--- config.mk ---
export PLATFORM = sky130hd
export DESIGN_NAME = stereo_biquad_lowpass
export DESIGN_NICKNAME = d
export VERILOG_FILES = /design/src/hdl/sbq_pkg.sv /design/src/hdl/stereo_biquad_lowpass.sv
export VERILOG_INCLUDE_DIRS = /design/src /design/src/hdl
export SDC_FILE = /design/constraint.sdc
export NUM_CORES = 2
export LEC_CHECK = 0
export BUFFER_PORTS_ARGS = -buffer_cell sky130_fd_sc_hd__buf_2
export CELL_PAD_IN_SITES_DETAIL_PLACEMENT = 1
export CELL_PAD_IN_SITES_GLOBAL_PLACEMENT = 2
export CORE_UTILIZATION = 30
export CTS_CLUSTER_DIAMETER = 50
export CTS_CLUSTER_SIZE = 25
export DETAILED_ROUTE_END_ITERATION = 6
export GPL_TIMING_DRIVEN = 0
export HOLD_SLACK_MARGIN = 0.1
export MAX_ROUTING_LAYER = met4
export PLACE_DENSITY_LB_ADDON = 0.1
export SETUP_SLACK_MARGIN = 0.15
export SKIP_LAST_GASP = 1
export SLEW_MARGIN = 20
export SYNTH_ARGS = -nofsm -noshare
export SYNTH_HDL_FRONTEND = slang
export SYNTH_SLANG_ARGS = --single-unit
--- constraint.sdc ---
create_clock -name i_clk -period 30.1 [get_ports i_clk]
set_input_delay 4.515 -clock i_clk [delete_from_list [all_inputs] [get_ports i_clk]]
set_output_delay 4.515 -clock i_clk [all_outputs]
set_load 0.01 [all_outputs]
--- src/hdl/stereo_biquad_lowpass_assert.svh ---
// ----------------------------------------------------------------------------
// stereo_biquad_lowpass_assert
// assertion macros for the stereo biquad low-pass block
// ----------------------------------------------------------------------------
`ifndef STEREO_BIQUAD_LOWPASS_ASSERT_SVH
`define STEREO_BIQUAD_LOWPASS_ASSERT_SVH
`ifndef SYNTHESIS
`define SBQ_ASSERT_IMPLY(lbl, clk, rst_n, ante, cons, msg) \
    lbl: assert property (@(posedge clk) disable iff (!rst_n) (ante) |-> (cons)) \
        else $error(msg);
`define SBQ_ASSERT_NEXT(lbl, clk, rst_n, ante, cons, msg) \
    lbl: assert property (@(posedge clk) disable iff (!rst_n) (ante) |=> (cons)) \
        else $error(msg);
`else
`define SBQ_ASSERT_IMPLY(lbl, clk, rst_n, ante, cons, msg)
`define SBQ_ASSERT_NEXT(lbl, clk, rst_n, ante, cons, msg)
`endif
`endif

--- src/hdl/sbq_pkg.sv ---
// ----------------------------------------------------------------------------
// sbq_pkg
// shared constants for the stereo biquad low-pass block
// ----------------------------------------------------------------------------
package sbq_pkg;

    // guard bits on the delay state above the sample width
    localparam int GUARD_BITS = 8;

    // configuration register indexes
    localparam int          CFG_ADDR_W = 2;
    localparam logic [1:0]  REG_B0     = 2'd0;
    localparam logic [1:0]  REG_A1     = 2'd1;
    localparam logic [1:0]  REG_A2     = 2'd2;
    localparam logic [1:0]  REG_BYPASS = 2'd3;

    typedef logic [CFG_ADDR_W-1:0] t_cfg_addr;

endpackage

--- src/hdl/stereo_biquad_lowpass.sv ---
// ----------------------------------------------------------------------------
// stereo_biquad_lowpass
// two-channel direct form II biquad low-pass with one shared multiplier
// ----------------------------------------------------------------------------
//  channel   direction  payload
//  s_axis    in         tdata: sample_in (SAMPLE_WIDTH); tuser: channel_in
//  m_axis    out        tdata: sample_out (SAMPLE_WIDTH); tuser: channel_out
//  cfg       in         we, addr (register index), data (COEF_WIDTH)
//
//  filtered item: the single multiplier is used three times in turn
//  (a1*w1, a2*w2, b0*sum), with rounding, saturation and the numerator sum
//  steps between; a bypassed item goes straight to the last step
//  a new item is taken while the previous result waits in the output
//  register; the sequencer holds in its last step if that register is full
//  i_rst_n is synchronous, active low: delays and coefficients clear, bypass on
// ----------------------------------------------------------------------------
`include "stereo_biquad_lowpass_assert.svh"

module stereo_biquad_lowpass #(
    parameter int SAMPLE_WIDTH = 24,
    parameter int COEF_WIDTH   = 24
) (
    input  logic                                  i_clk,
    input  logic                                  i_rst_n,
    // input stream
    input  logic                                  i_s_axis_tvalid,
    output logic                                  o_s_axis_tready,
    input  logic [((SAMPLE_WIDTH+7)/8)*8-1:0]     i_s_axis_tdata,  // sample_in
    input  logic                                  i_s_axis_tuser,  // channel_in
    // result stream
    output logic                                  o_m_axis_tvalid,
    input  logic                                  i_m_axis_tready,
    output logic [((SAMPLE_WIDTH+7)/8)*8-1:0]     o_m_axis_tdata,  // sample_out
    output logic                                  o_m_axis_tuser,  // channel_out
    // configuration writes
    input  logic                                  i_cfg_we,
    input  sbq_pkg::t_cfg_addr                    i_cfg_addr,
    input  logic [COEF_WIDTH-1:0]                 i_cfg_data
);

    // widths
    localparam int DW   = ((SAMPLE_WIDTH + 7) / 8) * 8;     // padded tdata
    localparam int STW  = SAMPLE_WIDTH + sbq_pkg::GUARD_BITS; // delay state
    localparam int SUMW = STW + 2;                           // w + 2*w1 + w2
    localparam int PW   = COEF_WIDTH + SUMW;                 // product
    localparam int FRAC = COEF_WIDTH - 2;                    // coef fraction
    localparam int AW   = PW - FRAC;                         // rounded product

    localparam logic signed [PW-1:0] HALF   = PW'(1) << (FRAC - 1);
    localparam logic signed [AW-1:0] ST_MAX = {{(AW-STW+1){1'b0}}, {(STW-1){1'b1}}};
    localparam logic signed [AW-1:0] ST_MIN = ~ST_MAX;
    localparam logic signed [AW-1:0] Y_MAX  =
        {{(AW-SAMPLE_WIDTH+1){1'b0}}, {(SAMPLE_WIDTH-1){1'b1}}};
    localparam logic signed [AW-1:0] Y_MIN  = ~Y_MAX;

    // sequencer steps
    localparam logic [2:0] S_IDLE = 3'd0;
    localparam logic [2:0] S_M1   = 3'd1;   // a1*w1
    localparam logic [2:0] S_M2   = 3'd2;   // a2*w2, x - round(a1*w1)
    localparam logic [2:0] S_W    = 3'd3;   // w = sat(acc - round(a2*w2))
    localparam logic [2:0] S_S    = 3'd4;   // w + 2*w1 + w2
    localparam logic [2:0] S_M3   = 3'd5;   // b0*sum
    localparam logic [2:0] S_Y    = 3'd6;   // round, saturate, write result

    // product rounded to nearest, ties away from zero
    function automatic logic signed [AW-1:0] f_round(input logic signed [PW-1:0] p);
        logic signed [PW-1:0] t;
        t = p + (p[PW-1] ? (HALF - PW'(1)) : HALF);
        return AW'(t >>> FRAC);
    endfunction

    function automatic logic signed [STW-1:0] f_sat_st(input logic signed [AW-1:0] v);
        logic signed [AW-1:0] c;
        c = (v > ST_MAX) ? ST_MAX : ((v < ST_MIN) ? ST_MIN : v);
        return c[STW-1:0];
    endfunction

    function automatic logic signed [SAMPLE_WIDTH-1:0] f_sat_y(
        input logic signed [AW-1:0] v
    );
        logic signed [AW-1:0] c;
        c = (v > Y_MAX) ? Y_MAX : ((v < Y_MIN) ? Y_MIN : v);
        return c[SAMPLE_WIDTH-1:0];
    endfunction

    // configuration
    logic signed [COEF_WIDTH-1:0] r_b0, r_a1, r_a2;
    logic                         r_bypass;

    // per-channel delay pair
    logic signed [STW-1:0] r_w1 [2];
    logic signed [STW-1:0] r_w2 [2];

    // item in flight
    logic [2:0]                     r_state, n_state;
    logic signed [SAMPLE_WIDTH-1:0] r_x;
    logic                           r_ch;
    logic                           r_byp;
    logic signed [PW-1:0]           r_prod;
    logic signed [AW-1:0]           r_acc;
    logic signed [STW-1:0]          r_w;
    logic signed [SUMW-1:0]         r_sum;

    // output register
    logic                           r_out_valid;
    logic signed [SAMPLE_WIDTH-1:0] r_y;
    logic                           r_out_ch;

    logic                           s_accept;
    logic                           adv;
    logic                           coef_wr;
    logic signed [COEF_WIDTH-1:0]   mul_a;
    logic signed [SUMW-1:0]         mul_b;
    logic signed [PW-1:0]           mul_p;
    logic signed [STW-1:0]          cur_w1, cur_w2;

    assign o_s_axis_tready = (r_state == S_IDLE);
    assign s_accept        = i_s_axis_tvalid && o_s_axis_tready;
    // last step may only go ahead once the output register is free
    assign adv             = !r_out_valid || i_m_axis_tready;
    assign coef_wr         = i_cfg_we && (i_cfg_addr inside {sbq_pkg::REG_B0,
                             sbq_pkg::REG_A1, sbq_pkg::REG_A2});

    assign cur_w1 = r_w1[r_ch];
    assign cur_w2 = r_w2[r_ch];

    // shared multiplier operand select
    always_comb begin
        case (r_state)
            S_M1: begin
                mul_a = r_a1;
                mul_b = SUMW'(cur_w1);
            end
            S_M2: begin
                mul_a = r_a2;
                mul_b = SUMW'(cur_w2);
            end
            default: begin
                mul_a = r_b0;
                mul_b = r_sum;
            end
        endcase
    end

    assign mul_p = PW'(mul_a) * PW'(mul_b);

    // sequencer
    always_comb begin
        n_state = r_state;
        case (r_state)
            S_IDLE:  if (s_accept) begin
                n_state = r_bypass ? S_Y : S_M1;
            end
            S_M1:    n_state = S_M2;
            S_M2:    n_state = S_W;
            S_W:     n_state = S_S;
            S_S:     n_state = S_M3;
            S_M3:    n_state = S_Y;
            S_Y:     if (adv) begin
                n_state = S_IDLE;
            end
            default: n_state = S_IDLE;
        endcase
    end

    always_ff @(posedge i_clk) begin
        if (!i_rst_n) begin
            r_state <= S_IDLE;
        end else begin
            r_state <= n_state;
        end
    end

    // configuration registers
    always_ff @(posedge i_clk) begin
        if (!i_rst_n) begin
            r_b0     <= '0;
            r_a1     <= '0;
            r_a2     <= '0;
            r_bypass <= 1'b1;
        end else if (i_cfg_we) begin
            case (i_cfg_addr)
                sbq_pkg::REG_B0:     r_b0     <= i_cfg_data;
                sbq_pkg::REG_A1:     r_a1     <= i_cfg_data;
                sbq_pkg::REG_A2:     r_a2     <= i_cfg_data;
                sbq_pkg::REG_BYPASS: r_bypass <= i_cfg_data[0];
                default: ;
            endcase
        end
    end

    // delay state: cleared on reset and on any coefficient write
    always_ff @(posedge i_clk) begin
        if (!i_rst_n || coef_wr) begin
            r_w1[0] <= '0;
            r_w1[1] <= '0;
            r_w2[0] <= '0;
            r_w2[1] <= '0;
        end else if (r_state == S_Y && adv && !r_byp) begin
            r_w2[r_ch] <= cur_w1;
            r_w1[r_ch] <= r_w;
        end
    end

    // datapath
    always_ff @(posedge i_clk) begin
        if (s_accept) begin
            r_x   <= SAMPLE_WIDTH'(i_s_axis_tdata);
            r_ch  <= i_s_axis_tuser;
            r_byp <= r_bypass;
        end
        if (r_state inside {S_M1, S_M2, S_M3}) begin
            r_prod <= mul_p;
        end
        if (r_state == S_M2) begin
            r_acc <= AW'(r_x) - f_round(r_prod);
        end
        if (r_state == S_W) begin
            r_w <= f_sat_st(r_acc - f_round(r_prod));
        end
        if (r_state == S_S) begin
            r_sum <= SUMW'(r_w) + (SUMW'(cur_w1) <<< 1) + SUMW'(cur_w2);
        end
        if (r_state == S_Y && adv) begin
            r_y      <= r_byp ? r_x : f_sat_y(f_round(r_prod));
            r_out_ch <= r_ch;
        end
    end

    always_ff @(posedge i_clk) begin
        if (!i_rst_n) begin
            r_out_valid <= 1'b0;
        end else if (r_state == S_Y && adv) begin
            r_out_valid <= 1'b1;
        end else if (i_m_axis_tready) begin
            r_out_valid <= 1'b0;
        end
    end

    assign o_m_axis_tvalid = r_out_valid;
    assign o_m_axis_tdata  = DW'($unsigned(r_y));
    assign o_m_axis_tuser  = r_out_ch;

    // checks
    `SBQ_ASSERT_NEXT(a_busy_after_accept, i_clk, i_rst_n, s_accept, !o_s_axis_tready, "block still ready right after taking an item")
    `SBQ_ASSERT_NEXT(a_hold_full_output, i_clk, i_rst_n, r_state == S_Y && r_out_valid && !i_m_axis_tready, r_state == S_Y, "last step left while the output register was still full")
    `SBQ_ASSERT_IMPLY(a_result_from_last_step, i_clk, i_rst_n, $rose(o_m_axis_tvalid), $past(r_state) == S_Y, "result shown without passing the last step")
    `SBQ_ASSERT_NEXT(a_delay_quiet, i_clk, i_rst_n, r_state != S_Y && !i_cfg_we, $stable(r_w1[0]) && $stable(r_w1[1]) && $stable(r_w2[0]) && $stable(r_w2[1]), "delay state changed outside the write step")

endmodule

# == Yosys cells after proc, flatten, opt, wreduce, memory -nomap -nowiden ==
# Memories as Yosys holds them, arrays and structs flattened. A register that Yosys moved wholly into a read port is not among the register bits.
# Cells that the tools add are included.
# totals
wordCells,85
mem_bits_rw,128
out_inout_bits,27
regBits,288
memories,2
# memory_table
memory,words,width,rd,rd_ports_with_merged_regs,write_ports,line_no,source
r_w1,2,32,1,1,2,stereo_biquad_lowpass.sv:91,logic signed [STW-1:0] r_w1 [2];
r_w2,2,32,1,1,2,stereo_biquad_lowpass.sv:92,logic signed [STW-1:0] r_w2 [2];
# classes
mul,1
n_eq_ne,11
add_sub_neg,5
magnitude_cmp,4
n_reduce_logical,21
muxes,26
# op_table
cell,n
two-way mux 32 bit,3
two-way mux 24 bit,3
one-hot mux 34 bit (2 select lines),1
OR reduction 32 bit,2
adder 58 x 23 -> 58 bit,1
multiplier 24 x 34 -> 58 bit,1
one-hot mux 24 bit (2 select lines),1
"greater-than comparator 36 x 24 -> 1 bit, second input constant",1
"greater-than comparator 36 x 32 -> 1 bit, second input constant",1
"< comparator 36 x 24 -> 1 bit, second input constant",1
"< comparator 36 x 32 -> 1 bit, second input constant",1
subtractor 24 x 36 -> 36 bit,1
subtractor 36 bit,1
adder 32 x 33 -> 34 bit,1
adder 34 x 32 -> 34 bit,1
two-way mux 22 bit,1
one-hot mux 3 bit (7 select lines),1
two-way mux 1 bit,13
AND reduction 2 bit,5
"== test 3 bit, second input constant",3
two-way mux 3 bit,3
"== test 3 x 2 -> 1 bit, second input constant",2
nonzero test 3 bit,2
"== test 2 bit, second input constant",2
10 further kinds,16

# == Depth between registers and ports, before layout ==
# logic_depth
depth_word,9
depth_mapped,38
depth_no_buf,33

# == Worst setup path before layout ==
# No wires, ideal clock.
# synth_path
kind,register to register
start,register r_state[1]
end,"register r_prod[56], data pin"
path_buffers,4
slack_ns,20.653
setup_ns,0.262
stages_incl_launch_ff,33
synth_period_minus_slack_ns,9.447
arrival_time_ns,9.185
t_required_ns,29.838
path_cell_list,dfxtp_1 -> clkbuf_1 -> inv_1 -> or3_1 -> clkbuf_1 -> inv_2 -> clkbuf_1 -> buf_1 -> a221oi_1 -> nor2_1 -> fa_1 -> fa_1 -> ha_1 -> inv_1 -> fa_1 -> fa_1 -> inv_1 -> fa_1 -> inv_1 -> fa_1 -> inv_1 -> ha_1 -> and2_1 -> a221o_1 -> a221o_1 -> a41o_1 -> a21oi_2 -> o31ai_1 -> a41oi_1 -> a21oi_1 -> a211oi_1 -> o21ai_1 -> xor2_1
# synth_via
elab_chain_len,3
word_cells_on_any_way,5
classes_between,mul (1); eq/ne (2); mux (2)
# synth_rtl
element,line_no,source
start: declaration,stereo_biquad_lowpass.sv:95,"logic [2:0] r_state, n_state;"
start signal: assignment,stereo_biquad_lowpass.sv:170,r_state <= n_state;
== test 3 x 2 -> 1 bit or == test 3 x 1 -> 1 bit (tied branches),stereo_biquad_lowpass.sv:129,case (r_state)
one-hot mux 24 bit (2 select lines) or one-hot mux 34 bit (2 select lines) (tied branches),stereo_biquad_lowpass.sv:129,
multiplier 24 x 34 -> 58 bit *,stereo_biquad_lowpass.sv:145,assign mul_p = PW'(mul_a) * PW'(mul_b);
via mul_p[56],stereo_biquad_lowpass.sv:114,logic signed [PW-1:0] mul_p;
end signal: assignment,stereo_biquad_lowpass.sv:213,r_prod <= mul_p;
end: declaration,stereo_biquad_lowpass.sv:99,logic signed [PW-1:0] r_prod;
# The timed path passes the listed nets; every way through them passes the cells marked *.
# A chain may end at the register's enable or synchronous reset.

# == Final worst setup path ==
# layout_path
start,register r_state[1]
end,"register r_prod[57], data pin"
# Same word-level chain as after synthesis.

==> reports/results.tsv <==
metric	value	unit
finalCritPeriodShare	44.4	%
clock_path_buffers	3	
finalHoldViolCount	0	
synthMuxAreaShare	1.48	%
ys_warn_count	0	
hold_start	r_b0[9]$_SDFFE_PN0P_	
synthAdderAreaFrac	41.0	%
critPathSlowestCell	nand2_1	
ys.flop_type	edfxtp_1	
switching_power	2.40	mW
hold_class	reg2reg	
die_w	413	um
ys_ff_latch	417	
vias	37700	
area_growth	11.0	%
wl_per_cell	26.5	um
cp_common_cell	fa_1	
num_rows	150	
synth-edff-count	339	
regToRegEndpoint	r_prod[57]$_DFFE_PP_	
grt.overflow.total	0	
required	30250	ps
synth_top_area_share	34.1	%
relSlewSlack	19.7	%
slew_viol_final	0	
r2r_setup_slack	16730	ps
drc	0	
grt_pass1_vias	40900	
htree_levels	2	
synth.distinct_cells	89	
postRouteAntennaNets	0	
multiInputGateArea	34800	um2
powerDensity	81.9	nW/um2
leakage	25.6	nW
crit_path_end_kind	flip-flop	
p_clk_share	14.0	%
clock.fmax	74.8	MHz
clkLatencyLatePin	630	ps
layout_common_cells	913 x inv_1, 862 x fa_1, 730 x nand2_1, 564 x nor2_1, 339 x edfxtp_1	
first_pass_iters	5	
cts_resized	0	
critPathLaunchType	flip-flop	
final_common_cell	inv_1	
cts_root_buffer	clkbuf_16	
initial_utilization	30.2	%
yosys.area_share.simple	13.7	%
clk_pin_slew	80	ps
max_cap_viol_count	0	
grt_max_degree	48	
core_area	167000	um2
postCtsHoldBufs	0	
synth-compound-area-share	8.88	%
cp.arrival	13520	ps
fin_tns_setup	0	ps
path_class	reg2reg	
finalInstanceArea	56200	um2
syn_inst	5275	
rr_worst_depth	34	
synth_top_family_by_area	adder cells	
peakVddDrop	0.0737	mV
numCtsBuffers	46	
fin_crit	13370	ps
async_flop_share	0	%
critPathMaxStageDelay	830	ps
drt_iter0_drc	2347	
min_delay_path_depth	2	
skew	47.1	ps
status	finished clean	
rr_startpoint	r_state[1]$_SDFFE_PN0P_	
num-nets-final	6630	
routabilityCongestion	0.874	
dp_hpwl	174000	um
antenna_found_initial	28	
layout-drive-gt1-share	5.85	%
numClockSinks	417	
worst_slew_pin_slew	1210	ps
synthTopCellsByArea	fa_1 34%, edfxtp_1 20%, ha_1 6.9%, inv_1 6.8%, nand2_1 5.4%	
fill_cells	19200	
cts_tree	built	
avgSynthCellArea	9.60	um2
grt_use_total	25.0	%
numPortBuffers	81	
seqPwrFrac	19.7	%
min_to	r_b0[9]$_SDFFE_PN0P_	
register_area	11700	um2
seq_area_frac_synth	23.2	%
synth_largest_area_cell	fa_1	
cts_setup_buffers	0	
grt_pass1_wl	295000	um
die_h	413	um
synthXorXnorAreaFrac	3.18	%
syn_nets	6471	
finalWirelength	203000	um
ios	83	
synthesis.area	50600	um2
p_int	2.20	mW
die_area	170000	um2
dpl-instance-area	54400	um2
swShare	52.2	%
rsz0062_at_grt	false	
power_frac_comb	66.3	%
cp_max_fo	10	
avgViaCountPerCell	4.91	
setup_violations	0	
## Yosys cell counts, drive strengths merged (13+ instances only)
cell      n
a221oi   20
a21oi   260
clkbuf  210
and3     69
nor2b    23
fa      862
or3      13
nor2    564
and2     51
a21o    112
nor3     30
nand2b   33
xor2     48
mux2i    39
buf      20
o21bai   20
a22oi    26
o21a     22
edfxtp  339
nand2   735
xnor2   135
mux2     32
o21ai    97
nand3    46
a211oi   20
inv     915
or2      17
a221o    22
ha      278
nand4    16
dfxtp    78
## worst max path at each step
stage                      endpoint                     from  slack [ps]
4_1_cts        r_prod[57]$_DFFE_PP_  r_state[1]$_SDFFE_PN0P_       17000
2_1_floorplan  r_prod[56]$_DFFE_PP_  r_state[1]$_SDFFE_PN0P_       20650
3_5_place_dp   r_prod[57]$_DFFE_PP_  r_state[1]$_SDFFE_PN0P_       17050
5_1_grt        r_prod[56]$_DFFE_PP_  r_state[2]$_SDFFE_PN0P_       16560
6_report       r_prod[57]$_DFFE_PP_  r_state[1]$_SDFFE_PN0P_       16730
3_3_place_gp   r_prod[57]$_DFFE_PP_  r_state[1]$_SDFFE_PN0P_       14250
## metrics by stage
stage / power [mW] / std cells / hold slack, ps / utilization [%] / setup slack [ps]
floorplan: 2.81 / 5275 / 432 / - / 20650
finish: 4.60 / 7682 / 456 / 33.6 / 16730
detailed placement: 3.99 / 7590 / 446 / 32.5 / 17050
CTS: 4.67 / 7676 / 457 / 33.5 / 17000
global route: 4.97 / 7679 / 474 / 33.5 / 16560
global placement: 3.98 / 7560 / 437 / 32.1 / 14250
## power groups by stage
| stage | clock, mW | combinational [mW] | sequential, mW |
|---|---|---|---|
| floorplan | 0 | 1.92 | 0.886 |
| global placement | 0 | 3.05 | 0.924 |
| detailed placement | 0 | 3.07 | 0.921 |
| CTS | 0.658 | 3.11 | 0.910 |
| global route | 0.680 | 3.38 | 0.920 |
| finish | 0.643 | 3.05 | 0.908 |
## area by class of cell
cell class / count / share of cell area [%]
multi-input combinational: 3713 / 61.9
sequential: 417 / 20.9
inverter: 915 / 6.11
tap: 2204 / 4.91
clock buffer: 50 / 2.15
buffer: 230 / 1.61
timing repair buffer: 111 / 1.47
clock inverter: 36 / 0.909
antenna: 6 / 0.0267
## per-layer routing
metal  part of all wire (%)  GRT usage [%]  vias up
li1                       -              -    17000
met1                     46           34.3    19900
met2                     48           40.8      654
met3                    3.4           1.92      133
met4                    2.0           4.23        0
met5                      0              -        -
## logic make-up after synthesis
group | after synthesis
DFF | 417
AOI/OAI and AO/OA | 691
buffers and inverters | 1145
and+or+nand+nor | 1628
adders and majority gates | 1140
xor gates and xnor gates | 183
muxes | 71
## flip-flops by register name, indices dropped and copies added, names as in the netlist, 3 cells and up, named ones only
name,cells
o_m_axis_tdata,24
r_a1,24
r_a2,24
r_acc,36
r_b0,24
r_prod,58
r_state,3
r_sum,34
r_w,32
r_w1,64
r_w2,64
r_x,24
## worst max-delay path: cells and delay by family (launching register included)
kind,cells,cell delay (ps)
flops,1,310
simple gates,8,3160
compound gates,7,1630
fa+ha+maj,8,3980
buf+inv,11,3670
Power figures use the tool's default switching activity.
